==> config.mk <==
export PLATFORM = sky130hd
export DESIGN_NAME = http_cookie_date_parser
export DESIGN_NICKNAME = d
export VERILOG_FILES = /design/src/hdl/cdp_pkg.sv /design/src/hdl/cdp_token.sv /design/src/hdl/cdp_out.sv /design/src/hdl/http_cookie_date_parser.sv
export SDC_FILE = /design/constraint.sdc
export NUM_CORES = 1
export LEC_CHECK = 0
export BUFFER_PORTS_ARGS = -buffer_cell sky130_fd_sc_hd__buf_2
export CORE_MARGIN = 8
export CORE_UTILIZATION = 55
export CTS_CLUSTER_DIAMETER = 120
export DETAILED_ROUTE_END_ITERATION = 10
export PLACE_DENSITY = 0.75
export SLEW_MARGIN = 20
export SYNTH_ARGS = -nofsm -noshare
export SYNTH_HDL_FRONTEND = slang
export SYNTH_SLANG_ARGS = --single-unit
==> constraint.sdc <==
create_clock -name clk -period 10.8 [get_ports clk]
set_input_delay 0.54 -clock clk [delete_from_list [all_inputs] [get_ports clk]]
set_output_delay 0.54 -clock clk [all_outputs]
set_load 0.005 [all_outputs]
==> src/hdl/cdp_pkg.sv <==
// Shared types, constants and character helpers of the cookie date parser.
package cdp_pkg;

  localparam int CHAR_W        = 8;
  localparam int TOKEN_LEN_W   = 4;
  localparam int HEAD_CHARS    = 3;
  localparam int HEAD_IDX_W    = $clog2(HEAD_CHARS);
  localparam int NUMBER_DIGITS = 4;
  localparam int NUMBER_W      = 14;
  localparam int CLOCK_FIELD_W = 7;
  localparam int CURSOR_W      = 4;
  localparam int DIGIT_W       = 4;
  localparam int HOUR_W        = 5;
  localparam int MINUTE_W      = 6;
  localparam int YEAR_W        = 14;
  localparam int MONTH_W       = 4;
  localparam int DAY_W         = 5;
  localparam int SECONDS_W     = 17;
  localparam int PIVOT_W       = 7;
  localparam int CFG_INDEX_W   = 1;
  localparam int CFG_DATA_W    = 14;
  localparam int IN_TDATA_W    = 8;
  localparam int OUT_FIELDS_W  = 1 + YEAR_W + MONTH_W + DAY_W + SECONDS_W;
  localparam int OUT_TDATA_W   = ((OUT_FIELDS_W + 7) / 8) * 8;
  localparam int OUT_PAD_W     = OUT_TDATA_W - OUT_FIELDS_W;

  localparam logic [CFG_INDEX_W-1:0] REG_YEAR_PIVOT = 1'b0;
  localparam logic [CFG_INDEX_W-1:0] REG_MIN_YEAR   = 1'b1;

  localparam logic [PIVOT_W-1:0] PIVOT_RESET    = 7'd70;
  localparam logic [YEAR_W-1:0]  MIN_YEAR_RESET = 14'd1601;

  localparam logic [TOKEN_LEN_W-1:0]   TOKEN_LEN_MAX    = 4'd15;
  localparam logic [TOKEN_LEN_W-1:0]   TIME_MIN_LEN     = 4'd4;
  localparam logic [CURSOR_W-1:0]      CURSOR_DONE      = 4'd9;
  localparam logic [CURSOR_W-1:0]      CURSOR_COMPLETE  = 4'd7;
  localparam logic [CLOCK_FIELD_W-1:0] MAX_HOUR         = 7'd23;
  localparam logic [CLOCK_FIELD_W-1:0] MAX_MINUTE       = 7'd59;
  localparam logic [NUMBER_W-1:0]      MAX_DAY          = 14'd31;
  localparam logic [YEAR_W-1:0]        TWO_DIGIT_LIMIT  = 14'd100;
  localparam logic [YEAR_W-1:0]        CENTURY_21       = 14'd2000;
  localparam logic [YEAR_W-1:0]        CENTURY_20       = 14'd1900;
  localparam logic [SECONDS_W-1:0]     SECONDS_PER_HOUR = 17'd3600;
  localparam logic [SECONDS_W-1:0]     SECONDS_PER_MIN  = 17'd60;

  localparam logic [CHAR_W-1:0] CHAR_ZERO  = 8'h30;
  localparam logic [CHAR_W-1:0] CHAR_NINE  = 8'h39;
  localparam logic [CHAR_W-1:0] CHAR_COLON = 8'h3A;
  localparam logic [CHAR_W-1:0] CHAR_UPPER_A = 8'h41;
  localparam logic [CHAR_W-1:0] CHAR_UPPER_Z = 8'h5A;
  localparam logic [CHAR_W-1:0] CHAR_LOWER_A = 8'h61;
  localparam logic [CHAR_W-1:0] CHAR_LOWER_Z = 8'h7A;
  localparam logic [CHAR_W-1:0] CASE_OFFSET  = 8'h20;

  typedef struct packed {
    logic [TOKEN_LEN_W-1:0]                  len;
    logic [HEAD_CHARS-1:0][CHAR_W-1:0]       head;
    logic [NUMBER_W-1:0]                     number;
    logic                                    all_digits;
    logic [2:0][CLOCK_FIELD_W-1:0]           fields;
    logic [CURSOR_W-1:0]                     cursor;
    logic                                    bad;
  } token_t;

  typedef struct packed {
    logic                have_time;
    logic [HOUR_W-1:0]   hour;
    logic [MINUTE_W-1:0] minute;
    logic [MINUTE_W-1:0] second;
    logic [DAY_W-1:0]    day;
    logic [MONTH_W-1:0]  month;
    logic [YEAR_W-1:0]   year;
    logic                failed;
  } found_t;

  typedef struct packed {
    logic                date_valid;
    logic [YEAR_W-1:0]   year;
    logic [MONTH_W-1:0]  month;
    logic [DAY_W-1:0]    day;
    logic [HOUR_W-1:0]   hour;
    logic [MINUTE_W-1:0] minute;
    logic [MINUTE_W-1:0] second;
  } rec_t;

  localparam token_t TOKEN_CLEAR = '{len: '0, head: '0, number: '0, all_digits: 1'b1,
                                     fields: '0, cursor: '0, bad: 1'b0};
  localparam found_t FOUND_CLEAR = '0;

  function automatic logic is_digit(input logic [CHAR_W-1:0] c);
    return (c >= CHAR_ZERO) && (c <= CHAR_NINE);
  endfunction

  function automatic logic is_token_char(input logic [CHAR_W-1:0] c);
    return is_digit(c) || ((c >= CHAR_LOWER_A) && (c <= CHAR_LOWER_Z)) ||
           ((c >= CHAR_UPPER_A) && (c <= CHAR_UPPER_Z)) || (c == CHAR_COLON);
  endfunction

  function automatic logic [CHAR_W-1:0] to_lower(input logic [CHAR_W-1:0] c);
    return ((c >= CHAR_UPPER_A) && (c <= CHAR_UPPER_Z)) ? c + CASE_OFFSET : c;
  endfunction

  function automatic logic [MONTH_W-1:0] month_code(input logic [3*CHAR_W-1:0] w);
    logic [MONTH_W-1:0] m;
    case (w)
      "jan":   m = 4'd1;
      "feb":   m = 4'd2;
      "mar":   m = 4'd3;
      "apr":   m = 4'd4;
      "may":   m = 4'd5;
      "jun":   m = 4'd6;
      "jul":   m = 4'd7;
      "aug":   m = 4'd8;
      "sep":   m = 4'd9;
      "oct":   m = 4'd10;
      "nov":   m = 4'd11;
      "dec":   m = 4'd12;
      default: m = 4'd0;
    endcase
    return m;
  endfunction

  // Weekday names and the zone name carry no date information.
  function automatic logic is_skip_word(input logic [3*CHAR_W-1:0] w);
    logic s;
    case (w) inside
      "sun", "mon", "tue", "wed", "thu", "fri", "sat", "gmt": s = 1'b1;
      default: s = 1'b0;
    endcase
    return s;
  endfunction

endpackage

==> src/hdl/cdp_token.sv <==
// Per-byte tokenizer and token classifier holding the parse state.
module cdp_token import cdp_pkg::*; (
  input  logic                     clk,
  input  logic                     rst,
  input  logic                     in_valid,
  output logic                     in_ready,
  input  logic [CHAR_W-1:0]        in_char,
  input  logic                     in_last,
  input  logic [PIVOT_W-1:0]       year_pivot,
  input  logic [YEAR_W-1:0]        min_year,
  output logic                     rec_valid,
  input  logic                     rec_ready,
  output rec_t                     rec
);

  token_t tok, tok_app, tok_next, tgt;
  found_t found, found_cls, found_next;
  rec_t   rec_next;
  logic   accept, tok_char, digit, do_class;
  logic [DIGIT_W-1:0] dval;
  logic [1:0] fidx, phase;
  logic [CLOCK_FIELD_W-1:0] fcur;
  logic time_cand, complete, skip, date_ok;
  logic [MONTH_W-1:0] mcode;
  logic [3*CHAR_W-1:0] word;
  logic [YEAR_W-1:0] year_val;

  assign in_ready = !rec_valid || rec_ready;
  assign accept   = in_valid && in_ready;
  assign tok_char = is_token_char(in_char);
  assign digit    = is_digit(in_char);
  assign dval     = DIGIT_W'(in_char - CHAR_ZERO);

  always_comb begin
    unique case (tok.cursor)
      4'd0, 4'd1, 4'd2: fidx = 2'd0;
      4'd3, 4'd4, 4'd5: fidx = 2'd1;
      4'd6, 4'd7, 4'd8: fidx = 2'd2;
      default:          fidx = 2'd0;
    endcase
    unique case (tok.cursor)
      4'd0, 4'd3, 4'd6: phase = 2'd0;
      4'd1, 4'd4, 4'd7: phase = 2'd1;
      4'd2, 4'd5, 4'd8: phase = 2'd2;
      default:          phase = 2'd0;
    endcase
  end

  assign fcur = tok.fields[fidx];

  always_comb begin
    tok_app = tok;
    if (tok.len < TOKEN_LEN_W'(HEAD_CHARS)) begin
      tok_app.head[tok.len[HEAD_IDX_W-1:0]] = in_char;
    end
    if (!digit) begin
      tok_app.all_digits = 1'b0;
    end else if (tok.len < TOKEN_LEN_W'(NUMBER_DIGITS)) begin
      tok_app.number = NUMBER_W'(tok.number * NUMBER_W'(10) + NUMBER_W'(dval));
    end
    if (!tok.bad && (tok.cursor < CURSOR_DONE)) begin
      if (phase == 2'd0) begin
        if (digit) begin
          tok_app.fields[fidx] = CLOCK_FIELD_W'(dval);
          tok_app.cursor = tok.cursor + CURSOR_W'(1);
        end else begin
          tok_app.bad = 1'b1;
        end
      end else if (in_char == CHAR_COLON) begin
        tok_app.cursor = CURSOR_W'((CURSOR_W'(fidx) + CURSOR_W'(1)) * CURSOR_W'(3));
      end else if ((phase == 2'd1) && digit) begin
        tok_app.fields[fidx] = CLOCK_FIELD_W'(fcur * CLOCK_FIELD_W'(10) + CLOCK_FIELD_W'(dval));
        tok_app.cursor = tok.cursor + CURSOR_W'(1);
      end else begin
        tok_app.bad = 1'b1;
      end
    end
    if (tok.len != TOKEN_LEN_MAX) begin
      tok_app.len = tok.len + TOKEN_LEN_W'(1);
    end
  end

  assign tgt      = tok_char ? tok_app : tok;
  assign do_class = (!tok_char || in_last) && (tgt.len != '0) && !found.failed;
  assign word     = {to_lower(tgt.head[0]), to_lower(tgt.head[1]), to_lower(tgt.head[2])};
  assign mcode    = month_code(word);
  assign skip     = is_skip_word(word);
  assign time_cand = !found.have_time && (tgt.len > TIME_MIN_LEN) &&
                     ((tgt.head[1] == CHAR_COLON) || (tgt.head[2] == CHAR_COLON));
  assign complete = !tgt.bad && (tgt.cursor >= CURSOR_COMPLETE);

  always_comb begin
    year_val = YEAR_W'(tgt.number);
    if (year_val < TWO_DIGIT_LIMIT) begin
      year_val = year_val + ((year_val < YEAR_W'(year_pivot)) ? CENTURY_21 : CENTURY_20);
    end
  end

  always_comb begin
    found_cls = found;
    if (time_cand && complete) begin
      if ((tgt.fields[0] > MAX_HOUR) || (tgt.fields[1] > MAX_MINUTE) ||
          (tgt.fields[2] > MAX_MINUTE)) begin
        found_cls.failed = 1'b1;
      end else begin
        found_cls.have_time = 1'b1;
        found_cls.hour      = tgt.fields[0][HOUR_W-1:0];
        found_cls.minute    = tgt.fields[1][MINUTE_W-1:0];
        found_cls.second    = tgt.fields[2][MINUTE_W-1:0];
      end
    end else if ((found.day == '0) && (tgt.len <= TOKEN_LEN_W'(2))) begin
      if (tgt.all_digits && (tgt.number != '0) && (tgt.number <= MAX_DAY)) begin
        found_cls.day = tgt.number[DAY_W-1:0];
      end else begin
        found_cls.failed = 1'b1;
      end
    end else if ((found.month == '0) && (tgt.len == TOKEN_LEN_W'(3))) begin
      if (mcode != '0) begin
        found_cls.month = mcode;
      end else if (!skip) begin
        found_cls.failed = 1'b1;
      end
    end else if ((found.year == '0) && tgt.all_digits &&
                 ((tgt.len == TOKEN_LEN_W'(2)) || (tgt.len == TOKEN_LEN_W'(4)))) begin
      if (year_val < min_year) begin
        found_cls.failed = 1'b1;
      end else begin
        found_cls.year = year_val;
      end
    end
  end

  assign found_next = do_class ? found_cls : found;
  assign tok_next   = (tok_char && !in_last) ? tok_app : TOKEN_CLEAR;
  assign date_ok    = !found_next.failed && found_next.have_time && (found_next.day != '0) &&
                      (found_next.month != '0) && (found_next.year != '0);

  always_comb begin
    rec_next = '0;
    if (date_ok) begin
      rec_next.date_valid = 1'b1;
      rec_next.year       = found_next.year;
      rec_next.month      = found_next.month;
      rec_next.day        = found_next.day;
      rec_next.hour       = found_next.hour;
      rec_next.minute     = found_next.minute;
      rec_next.second     = found_next.second;
    end
  end

  always_ff @(posedge clk) begin
    if (rst) begin
      tok       <= TOKEN_CLEAR;
      found     <= FOUND_CLEAR;
      rec_valid <= 1'b0;
    end else begin
      if (accept) begin
        tok   <= tok_next;
        found <= in_last ? FOUND_CLEAR : found_next;
      end
      if (accept && in_last) begin
        rec_valid <= 1'b1;
      end else if (rec_ready) begin
        rec_valid <= 1'b0;
      end
    end
  end

  always_ff @(posedge clk) begin
    if (accept && in_last) begin
      rec <= rec_next;
    end
  end

endmodule

==> src/hdl/cdp_out.sv <==
// Output register stage that forms seconds of day and drives the result stream.
module cdp_out import cdp_pkg::*; (
  input  logic                   clk,
  input  logic                   rst,
  input  logic                   rec_valid,
  output logic                   rec_ready,
  input  rec_t                   rec,
  output logic                   m_tvalid,
  input  logic                   m_tready,
  output logic [OUT_TDATA_W-1:0] m_tdata
);

  logic [SECONDS_W-1:0] seconds;

  assign rec_ready = !m_tvalid || m_tready;
  assign seconds   = SECONDS_W'(SECONDS_W'(rec.hour) * SECONDS_PER_HOUR) +
                     SECONDS_W'(SECONDS_W'(rec.minute) * SECONDS_PER_MIN) +
                     SECONDS_W'(rec.second);

  always_ff @(posedge clk) begin
    if (rst) begin
      m_tvalid <= 1'b0;
    end else if (rec_ready) begin
      m_tvalid <= rec_valid;
    end
  end

  always_ff @(posedge clk) begin
    if (rec_ready && rec_valid) begin
      m_tdata <= {OUT_PAD_W'(0), seconds, rec.day, rec.month, rec.year, rec.date_valid};
    end
  end

endmodule

==> src/hdl/http_cookie_date_parser.sv <==
// Top level of the cookie Expires date parser.
// Accepts one byte per cycle, with no gaps between strings, unless m_tready holds the output.
// The byte with tlast loads the result stage; the output register then drives the master side.
// The tokenizer state is a registered loop; one result stage and one output register follow.
// Reset clears the parse state and the valid flags of both stages, and sets year_pivot to 70 and min_year to 1601.
module http_cookie_date_parser import cdp_pkg::*; (
  input  logic                   clk,
  input  logic                   rst,
  input  logic                   s_tvalid,
  output logic                   s_tready,
  input  logic [IN_TDATA_W-1:0]  s_tdata,   // [7:0] text_char
  input  logic                   s_tlast,
  output logic                   m_tvalid,
  input  logic                   m_tready,
  // [0] date_valid, [14:1] year_out, [18:15] month_out, [23:19] day_out,
  // [40:24] seconds_of_day, [47:41] zero
  output logic [OUT_TDATA_W-1:0] m_tdata,
  input  logic                   cfg_wr_en,
  input  logic [CFG_INDEX_W-1:0] cfg_index,
  input  logic [CFG_DATA_W-1:0]  cfg_wdata
);

  logic [PIVOT_W-1:0] year_pivot;
  logic [YEAR_W-1:0]  min_year;
  logic               rec_valid, rec_ready;
  rec_t               rec;

  always_ff @(posedge clk) begin
    if (rst) begin
      year_pivot <= PIVOT_RESET;
      min_year   <= MIN_YEAR_RESET;
    end else if (cfg_wr_en) begin
      unique case (cfg_index)
        REG_YEAR_PIVOT: year_pivot <= cfg_wdata[PIVOT_W-1:0];
        REG_MIN_YEAR:   min_year   <= cfg_wdata[YEAR_W-1:0];
        default: ;
      endcase
    end
  end

  cdp_token u_token (
    .clk        (clk),
    .rst        (rst),
    .in_valid   (s_tvalid),
    .in_ready   (s_tready),
    .in_char    (s_tdata[CHAR_W-1:0]),
    .in_last    (s_tlast),
    .year_pivot (year_pivot),
    .min_year   (min_year),
    .rec_valid  (rec_valid),
    .rec_ready  (rec_ready),
    .rec        (rec)
  );

  cdp_out u_out (
    .clk       (clk),
    .rst       (rst),
    .rec_valid (rec_valid),
    .rec_ready (rec_ready),
    .rec       (rec),
    .m_tvalid  (m_tvalid),
    .m_tready  (m_tready),
    .m_tdata   (m_tdata)
  );

endmodule

==> results of run 1 <==
==> flip-flops by register name, summed over array words and instances (netlist names), 2 cells and up <==
name and flops:
u_token.fidx 2, u_token.found 42, u_out.m_tdata 41, u_token.phase 2, year_pivot 7, u_token.tok 69, min_year 14, u_token.rec 41
==> layer usage <==
| metal | vias up | routed length [µm] | track usage [%] |
|---|---|---|---|
| met4 | 0 | 1080 | 7.74 |
| met2 | 589 | 19200 | 38.7 |
| met1 | 6358 | 18500 | 34.0 |
| met5 | - | 0 | 0 |
| li1 | 6499 | - | - |
| met3 | 68 | 3610 | 3.82 |
==> through the flow <==
step | util [%] | std cells | total power [mW]
2_1_floorplan | - | 1775 | 1.02
3_3_place_gp | 57.5 | 2134 | 1.06
3_5_place_dp | 57.5 | 2134 | 1.07
4_1_cts | 60.5 | 2178 | 1.91
5_1_grt | 60.5 | 2179 | 1.96
6_report | 60.5 | 2179 | 1.90
==> cell type report <==
class / count / area share [%]
clock buffers: 30 / 3.85
flip-flops and latches: 220 / 31.2
well taps: 378 / 2.83
multi-input cells: 1355 / 56.1
inverters: 99 / 2.22
repair buffers: 83 / 2.75
clock inverters: 14 / 1.01
==> worst paths after layout <==
| kind | cells past startpoint | slack [ns] | from | endpoint |
|---|---|---|---|---|
| max | 32 | 1.62 | u_token.tok[28]$_SDFFE_PP0P_ | u_token.rec[25]$_SDFFCE_PN0P_ |
| min | 2 | 0.22 | cfg_wdata[2] | year_pivot[2]$_SDFFE_PP1P_ |
| max reg2reg | 32 | 1.62 | u_token.tok[28]$_SDFFE_PP0P_ | u_token.rec[25]$_SDFFCE_PN0P_ |
| min reg2reg | 0 | 0.42 | u_token.rec[37]$_SDFFCE_PN0P_ | u_out.m_tdata[12]$_DFFE_PP_ |
==> cells in the final DEF (no fill, tap or decap), types with 18 or more instances in the layout <==
| cell type | n |
|---|---|
| fa_1 | 20 |
| nor2b_1 | 30 |
| nand2_1 | 128 |
| o21ai_0 | 73 |
| nor2_1 | 198 |
| a21o_1 | 22 |
| inv_1 | 99 |
| xnor2_1 | 37 |
| mux2_2 | 31 |
| nand4_1 | 18 |
| clkbuf_16 | 24 |
| nand2b_1 | 19 |
| a21oi_1 | 123 |
| ha_1 | 121 |
| dfxtp_1 | 138 |
| a22oi_1 | 66 |
| nor3_1 | 56 |
| nand3_1 | 42 |
| mux2i_1 | 25 |
| and3_1 | 25 |
| buf_2 | 70 |
| nor4_1 | 19 |
| edfxtp_1 | 82 |
==> power groups by stage <==
stage	Sequential (mW)	Clock, mW	Combinational [mW]
floorplan	0.894	0	0.123
global placement	0.895	0	0.168
detailed placement	0.896	0	0.171
CTS	0.878	0.855	0.173
global route	0.879	0.891	0.194
finish	0.878	0.847	0.176
==> cell families (layout without fill, tap and decap cells) <==
family          after synthesis  count (layout)  share of synthesized area [%]
other cells                   1               7                         0.0244
flops                       220             220                           34.0
mux                          56              56                           3.90
fa+ha+maj                   141             141                           12.5
xor+xnor                     53              53                           3.11
simple gates                641             641                           21.2
compound gates              457             457                           20.0
buf+inv                     200             226                           5.32
==> critical path, delay by kind of cell (launching register included) <==
kind                     cells  cell delay [ns]
buffers and inverters        1             0.07
XOR/XNOR                     1             0.24
flip-flops                   1             0.42
AND/OR/NAND/NOR             13             2.87
adder cells (fa/ha/maj)      6             1.80
AO/OA/AOI/OAI               11             3.62
==> run_results.csv, run 1 <==
group,metric,value,unit
outcome,status,"complete, no violations",
power_and_ir_drop,p_int,1.42,mW
logic_synthesis,ys.flop_type,"dfxtp_1",
global_route,grt_pass1_vias,12700,
floorplanning,core_region_area,27600,µm²
sta,whs,0.218,ns
placed_design,preCtsSetupSlack,1.79,ns
worst_setup_path,worst-setup-path-type,"reg -> reg",
logic_synthesis,syn_area,15400,µm²
logic_synthesis,synth.top_cells.by_count,"nor2_1, dfxtp_1, nand2_1",
sta,fin_skew,0.0150,ns
worst_setup_path,crit_required,11.20,ns
layout,area_growth,8.83,%
sta,max_freq,109,MHz
global_route,overflow,0,
cts,cts_setup_buffers,0,
layout,regArea,5230,µm²
power_and_ir_drop,ir_worst_vdd,0.000104,V
cts,cts_root_buf,"clkbuf_16",
cts,clk_pin_slew,0.06,ns
floorplanning,boundaryPins,79,
floorplanning,start_util,55.6,%
placed_design,hpwlAfterDp,31.3,mm
logic_synthesis,async_reset_ff_share,0,%
sta,setup_tns,0,ns
logic_synthesis,ys_warn_count,0,
cts,cts_buffers,24,
power_and_ir_drop,power.density,114,nW/µm²
layout,drive_above_1_share,10.7,%
floorplanning,row_count,61,
power_and_ir_drop,leakage,6.84,nW
power_and_ir_drop,p_sw_share,25.0,%
worst_setup_path,critPathMaxFanout,16,
routing,drc,0,
routing,drtIter0Drc,1521,
logic_synthesis,synth.avg_cell_area,8.69,µm²
worst_setup_path,crit_path_start_kind,"flip-flop",
sta,setup_viol,0,
sta,tightestPinTransition,1.10,ns
cts,htreeDepth,1,
cts,cts_tree,"yes",
sta,fin_crit_sh,85.0,%
layout,finalNetCount,1953,
sta,finalHoldViolations,0,
placed_design,gp_congestion,0.959,
global_route,grt_use_total,24.5,%
sta,fin_crit,9.18,ns
floorplanning,die_h,183,µm
sta,worst_slack,1.62,ns
min_path,hold_class,"in -> reg",
cts,insertion_delay,0.54,ns
global_route,antenna_found_initial,0,
routing,wl_per_cell,19.4,µm
sta,rsz0062_at_grt,"no",
worst_setup_path,critical-path-slowest-cell,"a2111oi_0",
global_route,grt_max_degree,67,
logic_synthesis,synthCells,1769,
logic_synthesis,synth-seq-area-share,34.0,%
power_and_ir_drop,switching_power,0.475,mW
logic_synthesis,yosysTopAreaCell,"dfxtp_1",
power_and_ir_drop,seq_power_share,46.2,%
routing,dr.pass1.iters,5,
logic_synthesis,synth_cell_types,97,
floorplanning,die-area,33500,µm²
worst_setup_path,crit_path_max_incr_delay,0.65,ns
cts,cts_hold_buf,0,
worst_setup_path,worstPathArrival,9.58,ns
floorplanning,die_w,183,µm
logic_synthesis,synth_enable_flop_cells,82,
layout,fin_area,16700,µm²
sta,relSlewSlack,26.4,%
layout,nFillCells,2411,
logic_synthesis,yosysTopAreaCellShare,18.0,%
logic_synthesis,post-synth-top-count-cell,"nor2_1",
layout,multi_input_area,9380,µm²
logic_synthesis,ys_seq_elements,220,
routing,num_vias,13500,
layout,antennaDiodeCount,0,
power_and_ir_drop,pwr-share-clk,44.6,%
routing,viasPerCell,6.20,
run,max_cap_viol_count,0,
power_and_ir_drop,pwr-share-comb,9.3,%
placed_design,place_area,15900,µm²
cts,cts_resized,0,
worst_setup_path,endpoint_kind,"flip-flop",
routing,routed_wl,42.4,mm
cts,clock-sinks,220,
routing,antenna_left,0,
placed_design,io_buffers,71,
worst_setup_path,path_common_cell,"ha_1",
global_route,grt_pass1_wl,67.9,mm
cts,clk_path_buf_depth,3,
sta,finalMaxSlewViolations,0,
logic_synthesis,synth.area.top_cells,"dfxtp_1, edfxtp_1, ha_1",
(Power assumes the default switching activity.)
==> run 2: changes to the inputs <==
- PLACE_DENSITY: 0.75 -> 0.8
==> run_results.csv, run 2 (synthesis results as in run 1) <==
group,metric,value,unit
power_and_ir_drop,ir_worst_vdd,0.000113,V
worst_setup_path,crit_required,11.21,ns
layout,reg_top3,"u_token.tok x69, u_token.found x42",
power_and_ir_drop,power.density,113,nW/µm²
sta,rsz0062_at_grt,"no",
worst_setup_path,r2r_slack,1.66,ns
routing,num_vias,13600,
floorplanning,core_region_area,27600,µm²
cts,clock-sinks,220,
layout,largest_register_ffs,69,
worst_setup_path,r2r_cells,32,
floorplanning,boundaryPins,79,
sta,finalMaxSlewViolations,0,
routing,drc,0,
floorplanning,row_count,61,
placed_design,io_buffers,71,
cts,htreeDepth,1,
worst_setup_path,crit_path_start_kind,"flip-flop",
sta,setup_tns,0,ns
floorplanning,start_util,55.6,%
floorplanning,die_w,183,µm
layout,layout_commonest_cell,"nor2_1",
global_route,grt_max_degree,65,
worst_setup_path,worst-setup-path-type,"reg -> reg",
worst_setup_path,worst-path-buf-inv,1,
worst_setup_path,critPathTopFamily,"compound AO/OA/AOI/OAI gates",
sta,max_freq,109,MHz
sta,fin_crit_sh,84.6,%
routing,drtIter0Drc,1393,
sta,tightestPinTransition,0.972,ns
worst_setup_path,crit_path_start,"u_token.tok[28]$_SDFFE_PP0P_",
floorplanning,die_h,183,µm
worst_setup_path,r2r_end,"u_token.rec[23]$_SDFFCE_PN0P_",
sta,relSlewSlack,35.0,%
sta,fin_crit,9.14,ns
worst_setup_path,critical-path-slowest-cell,"a2111oi_0",
routing,antenna_left,0,
routing,dr.pass1.iters,7,
worst_setup_path,worstPathArrival,9.55,ns
global_route,grt_pass1_vias,13100,
routing,viasPerCell,6.23,
cts,cts_buffers,25,
cts,cts_tree,"yes",
worst_setup_path,crit_path_max_incr_delay,0.56,ns
cts,insertion_delay,0.54,ns
global_route,overflow,0,
min_path,hold_class,"in -> reg",
layout,antennaDiodeCount,0,
worst_setup_path,r2r-start,"u_token.tok[28]$_SDFFE_PP0P_",
min_path,hold_depth,3,
global_route,grt_use_total,24.5,%
run,max_cap_viol_count,0,
cts,cts_hold_buf,0,
layout,area_growth,9.05,%
placed_design,hpwlAfterDp,31.6,mm
worst_setup_path,endpoint_kind,"flip-flop",
placed_design,gp_congestion,0.973,
cts,clk_pin_slew,0.06,ns
placed_design,place_inst,2136,
layout,drive_above_1_share,11.0,%
sta,whs,0.217,ns
global_route,grt_pass1_wl,67.9,mm
layout,stdcell_count,2183,
routing,routed_wl,42.5,mm
cts,clk_path_buf_depth,3,
floorplanning,die-area,33500,µm²
layout,final_cell_mix,"nor2_1, dfxtp_1, nand2_1",
sta,setup_viol,0,
routing,wl_per_cell,19.5,µm
global_route,antenna_found_initial,1,
layout,finalNetCount,1956,
layout,top_register,"u_token.tok",
power_and_ir_drop,p_total,1.90,mW
cts,cts_resized,0,
outcome,status,"complete, no violations",
cts,cts_setup_buffers,0,
sta,finalHoldViolations,0,
worst_setup_path,path_common_cell,"ha_1",
min_path,hold-path-endpoint,"min_year[10]$_SDFFE_PP1P_",
power_and_ir_drop,leakage,6.86,nW
sta,fin_skew,0.0115,ns
min_path,min_from,"cfg_wdata[10]",
cts,cts_root_buf,"clkbuf_16",
layout,final_util,60.7,%
worst_setup_path,critPathMaxFanout,16,
[run 2: routing by layer]
| layer | global-route usage, % | vias up | wire [µm] |
|---|---|---|---|
| met5 | 0 | - | 10 |
| met4 | 9.43 | 2 | 1480 |
| met3 | 3.76 | 112 | 2970 |
| met2 | 40.3 | 542 | 19900 |
| li1 | - | 6490 | - |
| met1 | 32.0 | 6454 | 18100 |
[run 2: area by class of cell]
class | count | area [µm²]
multi-input combinational | 1355 | 9380
fill | 2388 | 10900
clock buffer | 32 | 683
sequential | 220 | 5230
clock inverter | 14 | 150
timing repair buffer | 85 | 475
tap | 378 | 473
inverter | 99 | 372
[run 2: power breakdown]
group | internal (mW) | total [mW] | leakage (nW) | switching, mW
sequential | 0.871 | 0.878 | 1.96 | 0.00658
clock | 0.501 | 0.849 | 0.409 | 0.348
combinational | 0.0562 | 0.175 | 4.50 | 0.119
[run 2: worst max-delay path by stage]
stage / endpoint / cells after the start
CTS: u_token.rec[23]$_SDFFCE_PN0P_ / 30
finish: u_token.rec[23]$_SDFFCE_PN0P_ / 32
global route: u_token.rec[23]$_SDFFCE_PN0P_ / 32
detailed placement: u_token.rec[23]$_SDFFCE_PN0P_ / 30
global placement: u_token.rec[25]$_SDFFCE_PN0P_ / 29
floorplan: u_token.rec[0]$_SDFFCE_PN0P_ / 30
[run 2: tightest hold or removal path, cell delays in order]
cell	delay, ns
buf_2	0.07
nand2_1	0.04
nand3b_1	0.07
[run 2: through the flow]
step           cell area (µm²)  worst slack [ns]
3_3_place_gp             15900              2.11
5_1_grt                  16800             0.913
3_5_place_dp             15900              1.82
4_1_cts                  16700              1.73
6_report                 16800              1.66
2_1_floorplan            15400              3.23
